`src/hdl/rtss_pkg.sv`:
```
// ----------------------------------------------------------------------------
// rtss_pkg
// Types, constants and word packing for the touch scan sequencer.
// ----------------------------------------------------------------------------
package rtss_pkg;

    localparam int SAMPLE_BITS = 12;
    localparam int COUNT_BITS  = 16;
    localparam int SETTLE_BITS = 16;
    localparam int COORD_BITS  = 8;
    localparam int MASK_BITS   = 4;
    localparam int PHASE_BITS  = 3;

    localparam logic [SETTLE_BITS-1:0] SETTLE_RESET = 16'd5;
    localparam logic [COUNT_BITS-1:0]  COUNT_MAX    = {COUNT_BITS{1'b1}};

    // Pin bits: left, right, top, bottom
    localparam logic [MASK_BITS-1:0] PIN_LEFT   = 4'h1;
    localparam logic [MASK_BITS-1:0] PIN_RIGHT  = 4'h2;
    localparam logic [MASK_BITS-1:0] PIN_TOP    = 4'h4;
    localparam logic [MASK_BITS-1:0] PIN_BOTTOM = 4'h8;
    localparam logic [MASK_BITS-1:0] PIN_ALL    = 4'hF;
    localparam logic [MASK_BITS-1:0] PIN_NONE   = 4'h0;

    localparam int S_TDATA_W = ((SAMPLE_BITS + 7) / 8) * 8;

    // Result word layout, lowest bit first
    localparam int OUT_EN_LSB    = 0;
    localparam int OUT_LVL_LSB   = OUT_EN_LSB + MASK_BITS;
    localparam int OUT_START_BIT = OUT_LVL_LSB + MASK_BITS;
    localparam int OUT_CHAN_BIT  = OUT_START_BIT + 1;
    localparam int OUT_X_LSB     = OUT_CHAN_BIT + 1;
    localparam int OUT_Y_LSB     = OUT_X_LSB + COORD_BITS;
    localparam int OUT_READY_BIT = OUT_Y_LSB + COORD_BITS;
    localparam int OUT_PHASE_LSB = OUT_READY_BIT + 1;
    localparam int OUT_FIELD_W   = OUT_PHASE_LSB + PHASE_BITS;
    localparam int M_TDATA_W     = ((OUT_FIELD_W + 7) / 8) * 8;

    typedef enum logic [PHASE_BITS-1:0] {
        PH_DISCHARGE = 3'd0,
        PH_SETTLE_X  = 3'd1,
        PH_READ_X    = 3'd2,
        PH_SETTLE_Y  = 3'd3,
        PH_READ_Y    = 3'd4,
        PH_READY     = 3'd5
    } phase_t;

    typedef enum logic {
        CMD_TICK = 1'b0,
        CMD_DONE = 1'b1
    } cmd_t;

    typedef struct packed {
        cmd_t                   cmd;
        logic [SAMPLE_BITS-1:0] sample;
    } item_t;

    typedef struct packed {
        logic [MASK_BITS-1:0]  drive_enable;
        logic [MASK_BITS-1:0]  drive_level;
        logic                  adc_start;
        logic                  adc_channel;
        logic [COORD_BITS-1:0] x_position;
        logic [COORD_BITS-1:0] y_position;
        logic                  pair_ready;
        phase_t                phase;
    } result_t;

    function automatic logic [M_TDATA_W-1:0] pack_result(input result_t r);
        logic [OUT_FIELD_W-1:0] fields;
        fields = {r.phase, r.pair_ready, r.y_position, r.x_position,
                  r.adc_channel, r.adc_start, r.drive_level, r.drive_enable};
        return M_TDATA_W'(fields);
    endfunction

endpackage

```
`src/hdl/rtss_in_reg.sv`:
```
// ----------------------------------------------------------------------------
// rtss_in_reg
// Input register stage: holds one accepted word for the scan core.
// ----------------------------------------------------------------------------
module rtss_in_reg (
    input  logic           aclk,
    input  logic           aresetn,
    input  logic           in_valid,
    output logic           in_ready,
    input  rtss_pkg::item_t in_item,
    output logic           out_valid,
    input  logic           out_ready,
    output rtss_pkg::item_t out_item
);
    import rtss_pkg::*;

    logic  valid_reg;
    logic  valid_next;
    item_t item_reg;

    // Take a new word when the register is empty or the held one leaves in the same cycle.
    assign in_ready = !valid_reg || out_ready;

    always_comb begin
        valid_next = valid_reg;
        if (in_valid && in_ready) begin
            valid_next = 1'b1;
        end else if (out_ready) begin
            valid_next = 1'b0;
        end
    end

    always_ff @(posedge aclk) begin
        if (!aresetn) begin
            valid_reg <= 1'b0;
        end else begin
            valid_reg <= valid_next;
        end
    end

    always_ff @(posedge aclk) begin
        if (in_valid && in_ready) begin
            item_reg <= in_item;
        end
    end

    assign out_valid = valid_reg;
    assign out_item  = item_reg;

endmodule

```
`src/hdl/rtss_scan_core.sv`:
```
// ----------------------------------------------------------------------------
// rtss_scan_core
// Scan phase machine, settle counter, captured coordinates and result register.
// ----------------------------------------------------------------------------
module rtss_scan_core (
    input  logic                              aclk,
    input  logic                              aresetn,
    input  logic [rtss_pkg::SETTLE_BITS-1:0]  settle_ticks,
    input  logic                              in_valid,
    output logic                              in_ready,
    input  rtss_pkg::item_t                   in_item,
    output logic                              res_valid,
    input  logic                              res_ready,
    output rtss_pkg::result_t                 res
);
    import rtss_pkg::*;

    phase_t                phase_reg, phase_next;
    logic [COUNT_BITS-1:0] count_reg, count_next;
    logic                  conv_reg, conv_next;
    logic [COORD_BITS-1:0] x_reg, x_next;
    logic [COORD_BITS-1:0] y_reg, y_next;
    logic [MASK_BITS-1:0]  en_reg, en_next;
    logic [MASK_BITS-1:0]  lvl_reg, lvl_next;
    logic                  res_valid_reg, res_valid_next;
    result_t               res_reg, res_next;

    logic                  fire;
    logic                  is_tick;
    logic                  is_done;
    logic [COUNT_BITS-1:0] count_inc;
    logic                  settle_hit;
    logic [COORD_BITS-1:0] coord;
    logic                  start;
    logic                  ready;

    assign in_ready = !res_valid_reg || res_ready;
    assign fire     = in_valid && in_ready;
    assign is_tick  = (in_item.cmd == CMD_TICK) && !conv_reg;
    assign is_done  = (in_item.cmd == CMD_DONE) && conv_reg;
    assign coord    = in_item.sample[SAMPLE_BITS-1 -: COORD_BITS];

    // Saturating settle count; a saturated count ends the wait.
    assign count_inc  = (count_reg == COUNT_MAX) ? count_reg : count_reg + 1'b1;
    assign settle_hit = (32'(count_inc) >= 32'(settle_ticks)) || (count_inc == COUNT_MAX);

    // Next phase
    always_comb begin
        phase_next = phase_reg;
        if (is_done) begin
            phase_next = (phase_reg == PH_READ_X) ? PH_SETTLE_Y : PH_READY;
        end else if (is_tick) begin
            unique case (phase_reg) inside
                PH_DISCHARGE: phase_next = PH_SETTLE_X;
                PH_SETTLE_X: begin
                    if (settle_hit) phase_next = PH_READ_X;
                end
                PH_SETTLE_Y: begin
                    if (settle_hit) phase_next = PH_READ_Y;
                end
                PH_READ_X, PH_READ_Y: phase_next = phase_reg;
                default: phase_next = PH_DISCHARGE;
            endcase
        end
    end

    // Datapath and pulses
    always_comb begin
        count_next = count_reg;
        conv_next  = conv_reg;
        x_next     = x_reg;
        y_next     = y_reg;
        en_next    = en_reg;
        lvl_next   = lvl_reg;
        start      = 1'b0;
        ready      = 1'b0;
        if (is_done) begin
            conv_next  = 1'b0;
            count_next = '0;
            en_next    = PIN_ALL;
            lvl_next   = PIN_NONE;
            if (phase_reg == PH_READ_X) begin
                x_next = coord;
            end else begin
                y_next = coord;
                ready  = 1'b1;
            end
        end else if (is_tick) begin
            unique case (phase_reg) inside
                PH_DISCHARGE: begin
                    en_next    = PIN_ALL;
                    lvl_next   = PIN_NONE;
                    count_next = '0;
                end
                PH_SETTLE_X: begin
                    count_next = count_inc;
                    if (settle_hit) begin
                        en_next    = PIN_LEFT | PIN_RIGHT;
                        lvl_next   = PIN_RIGHT;
                        count_next = '0;
                    end
                end
                PH_SETTLE_Y: begin
                    count_next = count_inc;
                    if (settle_hit) begin
                        en_next    = PIN_TOP | PIN_BOTTOM;
                        lvl_next   = PIN_BOTTOM;
                        count_next = '0;
                    end
                end
                PH_READ_X, PH_READ_Y: begin
                    count_next = count_inc;
                    if (settle_hit) begin
                        conv_next = 1'b1;
                        start     = 1'b1;
                    end
                end
                default: count_next = count_reg;
            endcase
        end
    end

    always_comb begin
        res_next.drive_enable = en_next;
        res_next.drive_level  = lvl_next;
        res_next.adc_start    = start;
        res_next.adc_channel  = (phase_next == PH_READ_Y);
        res_next.x_position   = x_next;
        res_next.y_position   = y_next;
        res_next.pair_ready   = ready;
        res_next.phase        = phase_next;
    end

    always_comb begin
        res_valid_next = res_valid_reg;
        if (fire) begin
            res_valid_next = 1'b1;
        end else if (res_ready) begin
            res_valid_next = 1'b0;
        end
    end

    always_ff @(posedge aclk) begin
        if (!aresetn) begin
            phase_reg     <= PH_DISCHARGE;
            count_reg     <= '0;
            conv_reg      <= 1'b0;
            x_reg         <= '0;
            y_reg         <= '0;
            en_reg        <= PIN_ALL;
            lvl_reg       <= PIN_NONE;
            res_valid_reg <= 1'b0;
        end else begin
            res_valid_reg <= res_valid_next;
            if (fire) begin
                phase_reg <= phase_next;
                count_reg <= count_next;
                conv_reg  <= conv_next;
                x_reg     <= x_next;
                y_reg     <= y_next;
                en_reg    <= en_next;
                lvl_reg   <= lvl_next;
            end
        end
    end

    always_ff @(posedge aclk) begin
        if (fire) begin
            res_reg <= res_next;
        end
    end

    assign res_valid = res_valid_reg;
    assign res       = res_reg;

endmodule

```
`src/hdl/resistive_touch_scan_sequencer.sv`:
```
// ----------------------------------------------------------------------------
// resistive_touch_scan_sequencer
// Four-wire resistive panel scan: plate drive, settle timing, ADC requests and
// X/Y coordinate capture, one result word per input word.
// ----------------------------------------------------------------------------
//
//   channel   | direction | handshake          | payload
//   ----------+-----------+--------------------+------------------------------
//   s_        | in        | s_tvalid/s_tready  | s_tuser cmd, s_tdata sample
//   m_        | out       | m_tvalid/m_tready  | m_tdata drive/adc/coords/phase
//   cfg_      | in        | cfg_we             | cfg_wdata settle_ticks
//
// One word per clock sustained while neither side stalls; each accepted word
// passes through the input register, then the phase update into the result register.
// The phase machine and settle counter sit between those two registers.
// Reset is synchronous, active low; settle_ticks returns to 5, phase to
// discharge with all plates driven low.
// Either side may stall at any time; a held result does not block acceptance
// while the input register is free.
//
module resistive_touch_scan_sequencer (
    input  logic                              aclk,
    input  logic                              aresetn,
    // Input words
    input  logic                              s_tvalid,
    output logic                              s_tready,
    input  logic [rtss_pkg::S_TDATA_W-1:0]    s_tdata,   // [11:0] sample, rest zero
    input  logic                              s_tuser,   // [0] cmd
    // Result words
    output logic                              m_tvalid,
    input  logic                              m_tready,
    // [3:0] drive_enable, [7:4] drive_level, [8] adc_start, [9] adc_channel,
    // [17:10] x_position, [25:18] y_position, [26] pair_ready, [29:27] phase,
    // [31:30] zero
    output logic [rtss_pkg::M_TDATA_W-1:0]    m_tdata,
    // Settle time register
    input  logic                              cfg_we,
    input  logic [rtss_pkg::SETTLE_BITS-1:0]  cfg_wdata
);
    import rtss_pkg::*;

    logic [SETTLE_BITS-1:0] settle_reg;
    logic [SETTLE_BITS-1:0] settle_next;

    item_t   s_item;
    item_t   core_item;
    logic    core_valid;
    logic    core_ready;
    result_t core_res;

    // Settle time: write-only register, reset to the default wait.
    assign settle_next = cfg_we ? cfg_wdata : settle_reg;

    always_ff @(posedge aclk) begin
        if (!aresetn) begin
            settle_reg <= SETTLE_RESET;
        end else begin
            settle_reg <= settle_next;
        end
    end

    // Unpack the input word; bits above the sample field drop out here.
    assign s_item.cmd    = cmd_t'(s_tuser);
    assign s_item.sample = s_tdata[SAMPLE_BITS-1:0];

    // Hold the accepted word until the scan core takes it.
    rtss_in_reg u_in_reg (
        .aclk      (aclk),
        .aresetn   (aresetn),
        .in_valid  (s_tvalid),
        .in_ready  (s_tready),
        .in_item   (s_item),
        .out_valid (core_valid),
        .out_ready (core_ready),
        .out_item  (core_item)
    );

    // Advance the scan phase and register the result word.
    rtss_scan_core u_scan_core (
        .aclk         (aclk),
        .aresetn      (aresetn),
        .settle_ticks (settle_reg),
        .in_valid     (core_valid),
        .in_ready     (core_ready),
        .in_item      (core_item),
        .res_valid    (m_tvalid),
        .res_ready    (m_tready),
        .res          (core_res)
    );

    assign m_tdata = pack_result(core_res);

endmodule

```
`config.mk`:
```
export PLATFORM = sky130hd
export DESIGN_NAME = resistive_touch_scan_sequencer
export DESIGN_NICKNAME = d
export VERILOG_FILES = /design/src/hdl/rtss_pkg.sv /design/src/hdl/rtss_in_reg.sv /design/src/hdl/rtss_scan_core.sv /design/src/hdl/resistive_touch_scan_sequencer.sv
export SDC_FILE = /design/constraint.sdc
export NUM_CORES = 1
export LEC_CHECK = 0
export BUFFER_PORTS_ARGS = -buffer_cell sky130_fd_sc_hd__clkbuf_2
export CAP_MARGIN = 15
export CELL_PAD_IN_SITES_DETAIL_PLACEMENT = 0
export CELL_PAD_IN_SITES_GLOBAL_PLACEMENT = 2
export CORE_AREA = 2 2 119 121
export CTS_CLUSTER_SIZE = 30
export DETAILED_ROUTE_END_ITERATION = 8
export DIE_AREA = 0 0 121 123
export GPL_ROUTABILITY_DRIVEN = 0
export PLACE_DENSITY = 0.83
export SYNTH_ARGS = -nofsm -noshare
export SYNTH_HDL_FRONTEND = slang
export SYNTH_HIERARCHICAL = 1
export SYNTH_SLANG_ARGS = --single-unit
```
`constraint.sdc`:
```
create_clock -name aclk -period 6.9 [get_ports aclk]
set_clock_uncertainty 0.05 [all_clocks]
set_input_delay 0.345 -clock aclk [delete_from_list [all_inputs] [get_ports aclk]]
set_output_delay 0.345 -clock aclk [all_outputs]
set_load 0.05 [all_outputs]
```
Word-level counts from Yosys, hierarchy flattened
Cells that the tools add are included.
- bitwise gates (word level): 3
- reductions and logical operators: 22
- order comparisons: 1
- equal/unequal tests: 7
- add/subtract/negate cells: 1
- multiplexer cells: 35
- operators by type and width (kind ; number):
    $mux W16 ; 4
    $pmux W16 S3 ; 1
    $eq A16 B16 Y1 const B ; 2
    $mux W4 ; 8
    $mux W8 ; 4
    $pmux W4 S3 ; 2
    $add A16 B1 Y16 const B ; 1
    $ge A16 B16 Y1 ; 1
    $mux W3 ; 5
    $pmux W3 S4 ; 1
    $mux W1 ; 10
    $reduce_bool A2 Y1 ; 5
    $eq A3 B2 Y1 const B ; 2
    $eq A3 B3 Y1 const B ; 2
    $logic_and A1 B1 Y1 ; 4
    $reduce_and A4 Y1 ; 1
    $reduce_bool A4 Y1 ; 1
    $reduce_or A2 Y1 ; 2
    $eq A3 B1 Y1 const B ; 1
    $logic_not A1 Y1 ; 3
    $logic_not A3 Y1 ; 1
    $logic_or A1 B1 Y1 ; 3
    $not A1 Y1 ; 3
    $reduce_and A3 Y1 ; 1
    $reduce_or A3 Y1 ; 1
- register bits: 105
- input port bits: 38
- logic and storage cells: 89

Depth between registers and ports, before layout
Gate-level depths: netlist (run 1).
- depth in word-level cells: 9
- gate-level depth with buffers: 18

Hierarchy
The synthesis (run 1) kept the hierarchy.
- modules (own cells, without submodules) (module ; area each (µm²) ; cells an instance ; sequential area each (µm²) ; times used):
    rtss_scan_core ; 4160.2 ; 480 ; 1801.7 ; 1
    resistive_touch_scan_sequencer ; 629.4 ; 54 ; 320.3 ; 1
    rtss_in_reg ; 447.9 ; 18 ; 410.4 ; 1

Worst setup path after synthesis (run 1)
OpenSTA, ideal clock, no wires.
- path kind: reg-to-reg
- from: register u_scan_core.count_reg[1]
- to: register u_scan_core.res_reg, in the netlist u_scan_core/res[20] (data pin)
- clock period less this slack: 4.277 ns
- path slack: 2.623 ns
- arrival: 3.971 ns
- stages on the path, launching flop included: 18
- cell sequence: dfxtp_1 ha_1 nand3_4 or4_4 buf_2 nand2_1 nor3_1 xnor2_1 ha_1 nand4_1 nor2_1 o221ai_1 o211ai_1 a21oi_1 or3_1 buf_2 or4b_4 and4b_1
- RTL lines (item ; RTL line ; RTL):
    from (decl) ; rtss_scan_core.sv:19 ; logic [COUNT_BITS-1:0] count_reg, count_next;
    from (signal assigned) ; rtss_scan_core.sv:157 ; count_reg <= count_next;
    to (signal assigned) ; rtss_scan_core.sv:169 ; res_reg <= res_next;
    to (decl) ; rtss_scan_core.sv:26 ; result_t res_reg, res_next;

==> summary.md, run 1 <==
| Metric | Value |
|---|---|
| PwrDens | `225 nW/µm²` |
| Die area | `14900 µm²` |
| Post-cts sizing count | `0` |
| Grt total ovfl | `0` |
| Routed vias/inst | `5.16` |
| CTS tree | `yes` |
| CP peak stage delay | `0.65 ns` |
| Die Ht | `123 µm` |
| CP delay by family, top | `simple AND/OR/NAND/NOR gates` |
| Met2 Use GR | `0.245` |
| Num CTS Buffers | `9` |
| Largest register FFs | `30` |
| Longest Clk Path Bufs | `2` |
| PortBufs | `61` |
| CP startpoint | `u_scan_core/count_reg[0]` |
| Crit Path Class | `flop to flop` |
| Critical path endpoint category | `flop` |
| Data arrival, critical path | `5.12 ns` |
| Post-CTS Setup Inserts | `0` |
| Starting Density | `0.376` |
| Final Setup Violations | `0` |
| RSZ-0062 raised after global routing | `false` |
| # hold bufs at CTS | `0` |
| Pin count of the biggest net entering global routing | `56` |
| Core area | `13600 µm²` |
| Crit path depth | `15` |
| Fin util | `0.426` |
| Worst-path clk slew | `0.08 ns` |
| H-tree Lvls | `3` |
| Crit path time final | `5.07 ns` |
| CP max-delay cell | `or4_4` |
| Die X | `121 µm` |
| Synthesized area | `5120 µm²` |
| HP Class | `input pin to flop` |
| Crit path to | `u_scan_core/res[20]` |
| Placed Instance Area | `5500 µm²` |
| Pre-antenna DRT Iters | `6` |
| Wirelength, routed | `11200 µm` |
| Placed Cells | `761` |
| Clock root buffer | `clkbuf_16` |
| Worst Setup Slack, final | `1.83 ns` |
| Worst r2r dst | `u_scan_core/res[20]` |
| Global-route wire length before repair | `18400 µm` |
| Antenna fix cells | `0` |
| GRT met3 Usage | `0.0378` |
| Wire per inst | `14.4 µm` |
| Clock Sinks | `101` |
| Initial antenna violation count | `0` |
| CP Data Required Time | `6.95 ns` |
| Later-pin clock latency in the skew report | `0.35 ns` |
| Detail Route Antenna Nets | `0` |
| Status | `completed` |
| Slew headroom | `0.434` |
| Most frequent cells in the layout | `75 x nand2_1, 62 x dfxtp_1, 61 x clkbuf_2, 61 x nor2_1, 39 x edfxtp_1` |
| Avg Inst Size Synth | `9.34 µm²` |
| Total track usage | `0.157` |
| Layout cells sized above 1 | `0.168` |
| Num rows | `43` |
| FF-to-FF Start | `u_scan_core/count_reg[0]` |
| GRT busiest layer | `met2` |
| Sequential Area | `2410 µm²` |
| DRT iter0 DRCs | `228` |
| Multi-input gate area | `2420 µm²` |
| Num ports | `72` |
| Max Cap Viol | `0` |
| Fin crit share | `0.735` |
| Most common cell after layout, fill and taps aside | `nand2_1` |
| Gate Count Post-Synth | `548` |
| Slew at the pin with the worst max-slew slack | `0.847 ns` |
| Peak supply drop | `0.136 mV` |
| Cell mode on critical path | `ha_1` |
| Fmax | `197 MHz` |
| Met1 Use GR | `0.215` |
| Crit-path cells | `ha_1, nand3_4, or4_4, nand2_1, nor3_1, xnor2_1, ha_1, nand4_1, nor2_1, o221ai_1, o211ai_1, a21oi_1, or3_1, or4b_4, and4b_1` |
| Worst-path fanout max | `17` |
| Buf+Inv Stages, Crit Path | `0` |
| Final hold vios | `0` |
| Cell area after layout | `5800 µm²` |
| Max-slew violations | `0` |
| Detailed Place HPWL | `7670 µm` |
| Reg-to-reg setup timing slack | `1.83 ns` |
| Synthesis-to-finish area growth | `13.3%` |
| Pre-CTS WS | `1.86 ns` |
| Fin nets | `649` |
| Worst R2R Path Depth | `15` |
| Lkg Pwr | `0.00228 µW` |
| Drc violations | `0` |
| Fin Setup TNS | `0 ns` |
| Vias | `4013` |
| Startpoint types | `flop` |
| Fillers | `1375` |
| Vias in the first global route | `3750` |
| Layout Cells excl Fill | `777` |
| YS warnings | `6` |
[power breakdown]
| group | switching [µW] | total, µW | internal, µW |
|---|---|---|---|
| Combinational | 95.2 | 142 | 47.1 |
| Sequential | 16.1 | 662 | 646 |
| Clock | 245 | 499 | 254 |
| Total | 357 | 1300 | 946 |
[cell type report]
cell class / count / share of cell area
Multi-Input combinational cell: 384 / 0.418
Tap cell: 180 / 0.0388
Sequential cell: 101 / 0.416
Clock inverter: 7 / 0.0123
Clock buffer: 9 / 0.0388
Inverter: 33 / 0.0214
Timing Repair Buffer: 63 / 0.0552
[metal layers]
layer  part of all wire  vias to the layer above
met2               0.45                      102
met3              0.051                       13
met5                  0                        -
met4              0.015                        0
li1                   -                     2013
met1               0.48                     1885
[per-stage QoR]
stage | hold slack (ns) | total power (µW)
finish | 0.113 | 1300
global route | 0.102 | 1370
CTS | 0.104 | 1320
detailed placement | 0.377 | 819
global placement | 0.374 | 816
floorplan | 0.366 | 784
[worst min path at each step]
stage | end | slack (ns) | start | cells past startpoint
6_report | u_in_reg/out_item[11] | 0.11 | s_tdata[11] | 1
5_1_grt | u_in_reg/out_item[6] | 0.10 | s_tdata[6] | 1
4_1_cts | u_in_reg/out_item[11] | 0.10 | s_tdata[11] | 1
3_5_place_dp | u_scan_core/lvl_reg[2] | 0.38 | u_scan_core/lvl_reg[2] | 2
3_3_place_gp | u_scan_core/lvl_reg[2] | 0.37 | u_scan_core/lvl_reg[2] | 2
2_1_floorplan | u_scan_core/lvl_reg[0] | 0.37 | u_scan_core/lvl_reg[0] | 2
(Power assumes the default switching activity.)
==> inputs of run 2 (changes only) <==
--- a/config.mk
+++ b/config.mk
@@ -5,16 +5,17 @@
 export SDC_FILE = /design/constraint.sdc
 export NUM_CORES = 1
 export LEC_CHECK = 0
+export ABC_AREA = 1
 export BUFFER_PORTS_ARGS = -buffer_cell sky130_fd_sc_hd__clkbuf_2
 export CAP_MARGIN = 15
 export CELL_PAD_IN_SITES_DETAIL_PLACEMENT = 0
 export CELL_PAD_IN_SITES_GLOBAL_PLACEMENT = 2
-export CORE_AREA = 2 2 119 121
+export CORE_AREA = 2 2 137 139
 export CTS_CLUSTER_SIZE = 30
 export DETAILED_ROUTE_END_ITERATION = 8
-export DIE_AREA = 0 0 121 123
+export DIE_AREA = 0 0 139 141
 export GPL_ROUTABILITY_DRIVEN = 0
-export PLACE_DENSITY = 0.83
+export PLACE_DENSITY = 0.73
 export SYNTH_ARGS = -nofsm -noshare
 export SYNTH_HDL_FRONTEND = slang
 export SYNTH_HIERARCHICAL = 1
==> constraint.sdc (replaced) <==
create_clock -name aclk -period 4.1 [get_ports aclk]
set_clock_uncertainty 0.05 [all_clocks]
set_input_delay 0.205 -clock aclk [delete_from_list [all_inputs] [get_ports aclk]]
set_output_delay 0.205 -clock aclk [all_outputs]
set_load 0.05 [all_outputs]
==> summary.md, run 2 <==
| Metric | Value |
|---|---|
| DRT iter0 DRCs | `211` |
| Worst Setup Slack, final | `0.497 ns` |
| Drc violations | `0` |
| Total track usage | `0.137` |
| Wire per inst | `13.3 µm` |
| Startpoint types | `flop` |
| Pre-antenna DRT Iters | `4` |
| Max-slew violations | `0` |
| Crit path time final | `3.60 ns` |
| Final hold vios | `0` |
| Layout cells sized above 1 | `0.189` |
| WL met1 | `6030 µm` |
| Fin Setup TNS | `0 ns` |
| Largest register FFs | `30` |
| Fin nets | `803` |
| Vias | `4517` |
| Worst-path fanout max | `16` |
| Die X | `139 µm` |
| Core area | `18300 µm²` |
| Die Ht | `141 µm` |
| Worst r2r dst | `u_scan_core/count_reg[12]` |
| Gate Count Post-Synth | `685` |
| HP Class | `input pin to flop` |
| Synthesized area | `5400 µm²` |
| Final Setup Violations | `0` |
| CTS tree | `yes` |
| Fillers | `1996` |
| Slew headroom | `0.352` |
| Met3 wire length | `448 µm` |
| Later-pin clock latency in the skew report | `0.35 ns` |
| Global-route wire length before repair | `21700 µm` |
| Placed Instance Area | `5840 µm²` |
| Reg-to-reg setup timing slack | `0.50 ns` |
| Vias in the first global route | `4353` |
| Status | `completed` |
| Worst-path clk slew | `0.07 ns` |
| Total power | `2380 µW` |
| FF-to-FF Start | `u_scan_core/count_reg[0]` |
| Pre-CTS WS | `0.505 ns` |
| CP Data Required Time | `4.32 ns` |
| Antenna fix cells | `0` |
| Detail Route Antenna Nets | `0` |
| Crit path to | `u_scan_core/count_reg[12]` |
| Grt total ovfl | `0` |
| Initial antenna violation count | `0` |
| Peak supply drop | `0.194 mV` |
| Num CTS Buffers | `9` |
| Starting Density | `0.296` |
| Met2 wire len | `6470 µm` |
| PortBufs | `61` |
| Most common cell after layout, fill and taps aside | `nand2_1` |
| H-tree Lvls | `3` |
| Max layer used | `met4` |
| Clock Sinks | `101` |
| Cell area after layout | `6270 µm²` |
| Slew at the pin with the worst max-slew slack | `0.972 ns` |
| Clock root buffer | `clkbuf_16` |
| Max Cap Viol | `0` |
| Wirelength, routed | `13100 µm` |
| Hold WS | `0.0208 ns` |
| Synthesis-to-finish area growth | `16.1%` |
| Num rows | `50` |
| Most frequent cells in the layout | `174 x nand2_1, 88 x inv_1, 80 x nor2_1` |
| Critical path endpoint category | `flop` |
| CP startpoint | `u_scan_core/count_reg[0]` |
| PwrDens | `381 nW/µm²` |
| Crit Path Class | `flop to flop` |
| Worst R2R Path Depth | `19` |
| Die area | `19600 µm²` |
| Routed vias/inst | `4.59` |
| Fin crit share | `0.879` |
| Avg Inst Size Synth | `7.88 µm²` |
| Longest Clk Path Bufs | `2` |
| Fmax | `278 MHz` |
| YS warnings | `6` |
| Data arrival, critical path | `3.82 ns` |
| Lkg Pwr | `0.00282 µW` |
| Pin count of the biggest net entering global routing | `57` |
| Num ports | `72` |
| Detailed Place HPWL | `9260 µm` |
| RSZ-0062 raised after global routing | `false` |
-- run 2: changes by cell type in the layout (fill, tap and decap cells not counted), sizes merged, moves of 9 or more --
cell | previous run | this run
a21boi | 9 | 0
a21oi | 20 | 44
a31oi | 12 | 0
dlygate4sd3 | 0 | 9
inv | 32 | 96
mux2 | 10 | 0
mux2i | 16 | 0
nand2 | 75 | 187
nand3 | 21 | 41
nor2 | 61 | 95
nor2b | 15 | 0
nor3 | 13 | 1
nor3b | 13 | 0
o21ai | 16 | 46
-- run 2: what timing repair did --
item	in CTS	in global routing
resized for setup	0	0
endpoints found under the hold margin	9	0
endpoints found under the setup margin	0	0
hold buffers	9	0
buffers inserted	0	0
-- run 2: area by class of cell --
cell class / instances / area (µm²) / area share
multi-input combinational: 467 / 2450 / 0.391
sequential: 101 / 2410 / 0.385
timing repair buffer: 73 / 418 / 0.0667
inverter: 94 / 355 / 0.0567
tap: 234 / 293 / 0.0467
clock buffer: 9 / 225 / 0.0359
clock inverter: 7 / 111 / 0.0178
-- run 2: per-stage QoR --
step                       util  instances
after global placement    0.320        960
after floorplan               -        686
after CTS                 0.343        985
after global routing      0.343        985
after detailed placement  0.320        960
final                     0.343        985
-- run 2: power breakdown --
part	internal, µW	total (µW)	switching [µW]	leakage (µW)
Clock	548	948	401	0.000164
Sequential	1100	1120	25.0	0.000883
Combinational	90.2	313	223	0.00178
-- run 2: critical path, cell delays in order, from the launching register on --
cell and delay [ns]:
dfxtp_1 0.42, ha_1 0.25, nand2_2 0.08, nor2_4 0.18, nand4_4 0.28, nand2_1 0.23
ha_1 0.27, nand2_1 0.07, inv_1 0.03, o21ai_0 0.14, a21oi_1 0.09, nor2_1 0.10
nand2_1 0.07, a21oi_2 0.42, nand2_4 0.16, inv_4 0.10, nand2_4 0.06, nand2_4 0.23
nand3_1 0.12, a21oi_1 0.14
-- run 2: worst min-delay path by stage --
stage,from,endpoint,slack [ns],cells past startpoint
final,cfg_wdata[0],settle_reg[0],0.02,3
after global routing,cfg_wdata[0],settle_reg[0],0.04,3
after CTS,cfg_wdata[2],settle_reg[2],0.006,3
after detailed placement,s_tdata[5],u_in_reg/out_item[5],0.34,1
after global placement,s_tdata[5],u_in_reg/out_item[5],0.33,1
after floorplan,s_tdata[10],u_in_reg/out_item[10],0.25,0
-- run 2: layer usage --
metal	track usage	vias to the layer above
met4	0.0340	0
met1	0.170	2134
met2	0.238	65
met5	0	-
li1	-	2308
met3	0.0367	10
==> inputs of run 3 (changes only) <==
--- a/config.mk
+++ b/config.mk
@@ -15,7 +15,8 @@
 export DETAILED_ROUTE_END_ITERATION = 8
 export DIE_AREA = 0 0 139 141
 export GPL_ROUTABILITY_DRIVEN = 0
-export PLACE_DENSITY = 0.73
+export MAX_ROUTING_LAYER = met4
+export PLACE_DENSITY_LB_ADDON = 0.2
 export SYNTH_ARGS = -nofsm -noshare
 export SYNTH_HDL_FRONTEND = slang
 export SYNTH_HIERARCHICAL = 1
==> summary.md, run 3 (same netlist as run 2, synthesis figures left out) <==
| Metric | Value |
|---|---|
| Status | `completed` |
| Max-slew violations | `0` |
| Num rows | `50` |
| Multi-input gate area | `2450 µm²` |
| Peak supply drop | `0.195 mV` |
| Most common cell after layout, fill and taps aside | `nand2_1` |
| Data arrival, critical path | `3.55 ns` |
| Startpoint types | `flop` |
| Num CTS Buffers | `9` |
| Fin nets | `809` |
| Sequential Area | `2410 µm²` |
| PortBufs | `61` |
| Final Setup Violations | `0` |
| Initial antenna violation count | `0` |
| Clock Sinks | `101` |
| Die Ht | `141 µm` |
| Total track usage | `0.141` |
| Critical path endpoint category | `flop` |
| CTS tree | `yes` |
| Vias in the first global route | `4194` |
| Hold Path End | `u_in_reg/out_valid` |
| Crit path time final | `3.49 ns` |
| Routed vias/inst | `4.48` |
| Slew headroom | `0.464` |
| Pin count of the biggest net entering global routing | `34` |
| Core area | `18300 µm²` |
| Wire per inst | `13.0 µm` |
| Vias | `4437` |
| Worst-path clk slew | `0.08 ns` |
| PwrDens | `370 nW/µm²` |
| Reg-to-reg setup timing slack | `0.61 ns` |
| Min-delay src | `s_tvalid` |
| Final hold vios | `0` |
| Largest register FFs | `30` |
| Max Cap Viol | `0` |
| Fin Setup TNS | `0 ns` |
| Cell area after layout | `6290 µm²` |
| Fillers | `1957` |
| Grt total ovfl | `0` |
| Pre-antenna DRT Iters | `4` |
| Slew at the pin with the worst max-slew slack | `0.804 ns` |
| Fin crit share | `0.851` |
| HP Class | `input pin to flop` |
| Worst-path fanout max | `15` |
| Wirelength, routed | `12900 µm` |
| Crit Path Class | `flop to flop` |
| FF-to-FF Start | `u_scan_core/count_reg[0]` |
| Drc violations | `0` |
| Layout cells sized above 1 | `0.193` |
| WHS Path Cells | `3` |
| Global-route wire length before repair | `21400 µm` |
| Longest Clk Path Bufs | `2` |
| Lkg Pwr | `0.00284 µW` |
| Later-pin clock latency in the skew report | `0.36 ns` |
| Detail Route Antenna Nets | `0` |
| DRT iter0 DRCs | `225` |
| Worst R2R Path Depth | `20` |
| RSZ-0062 raised after global routing | `false` |
| CP startpoint | `u_scan_core/count_reg[0]` |
| Clock root buffer | `clkbuf_16` |
| CP Data Required Time | `4.16 ns` |
| Detailed Place HPWL | `9390 µm` |
| Most frequent cells in the layout | `174 x nand2_1, 89 x inv_1, 80 x nor2_1` |
| H-tree Lvls | `3` |
| Fin util | `0.344` |
| Starting Density | `0.296` |
| Die area | `19600 µm²` |
| Worst r2r dst | `u_scan_core/res[20]` |
| Antenna fix cells | `0` |
| Die X | `139 µm` |
| Synthesis-to-finish area growth | `16.5%` |
| Num ports | `72` |
| Post-cts sizing count | `0` |
| Fmax | `287 MHz` |
| Placed Instance Area | `5870 µm²` |
==> run 3: power by group <==
group          internal, µW  switching [µW]  total [µW]
clock network           441             448         889
registers              1100            24.4        1120
logic                  93.4             223         316
total                  1630             695        2330
==> run 3: through the flow <==
step           total power, µW  instances  worst slack [ns]  hold WS [ns]
2_1_floorplan             1390        686              1.15         0.254
3_3_place_gp              1450        964             0.604         0.332
3_5_place_dp              1460        964             0.572         0.334
4_1_cts                   2380        990             0.560       0.00452
5_1_grt                   2460        991             0.258        0.0436
6_report                  2330        991             0.610        0.0445
==> run 3: critical path: stages (launching register included) <==
cell,delay [ns]
dfxtp_1,0.44
ha_1,0.27
nand2_2,0.09
nor2_4,0.19
nand4_4,0.27
nand2_1,0.26
ha_1,0.28
nand2_1,0.07
inv_1,0.03
o21ai_0,0.14
a21oi_1,0.09
nor2_1,0.13
nand2_1,0.08
a21oi_2,0.26
nand2_4,0.12
inv_4,0.09
nor2_2,0.04
o21ai_2,0.19
inv_1,0.06
nand2_1,0.06
nor2_1,0.04
==> run 3: final cells by class <==
class	instances	area share
multi-input combinational	467	0.390
sequential	101	0.383
timing repair buffer	79	0.0744
inverter	94	0.0565
tap	234	0.0465
clock buffer	9	0.0358
clock inverter	7	0.0137
==> run 3: repair_timing <==
item,in CTS,in global routing
hold buffers,10,1
setup buffers,0,0
endpoints found under the hold margin,10,1
==> run 3: worst max-delay path by stage <==
stage / end / depth (start not counted)
after floorplan: u_scan_core/res[20] / 21
after global placement: u_scan_core/res[20] / 20
after detailed placement: u_scan_core/res[20] / 20
after CTS: u_scan_core/res[20] / 20
after global routing: u_scan_core/res[20] / 20
final: u_scan_core/res[20] / 20
==> run 3: metal layers <==
metal / vias to the layer above / track usage / part of all wire
met5: - / - / 0
met4: 0 / 0.0526 / 0.016
met3: 14 / 0.0234 / 0.033
met2: 68 / 0.246 / 0.51
met1: 2028 / 0.164 / 0.45
li1: 2327 / - / -
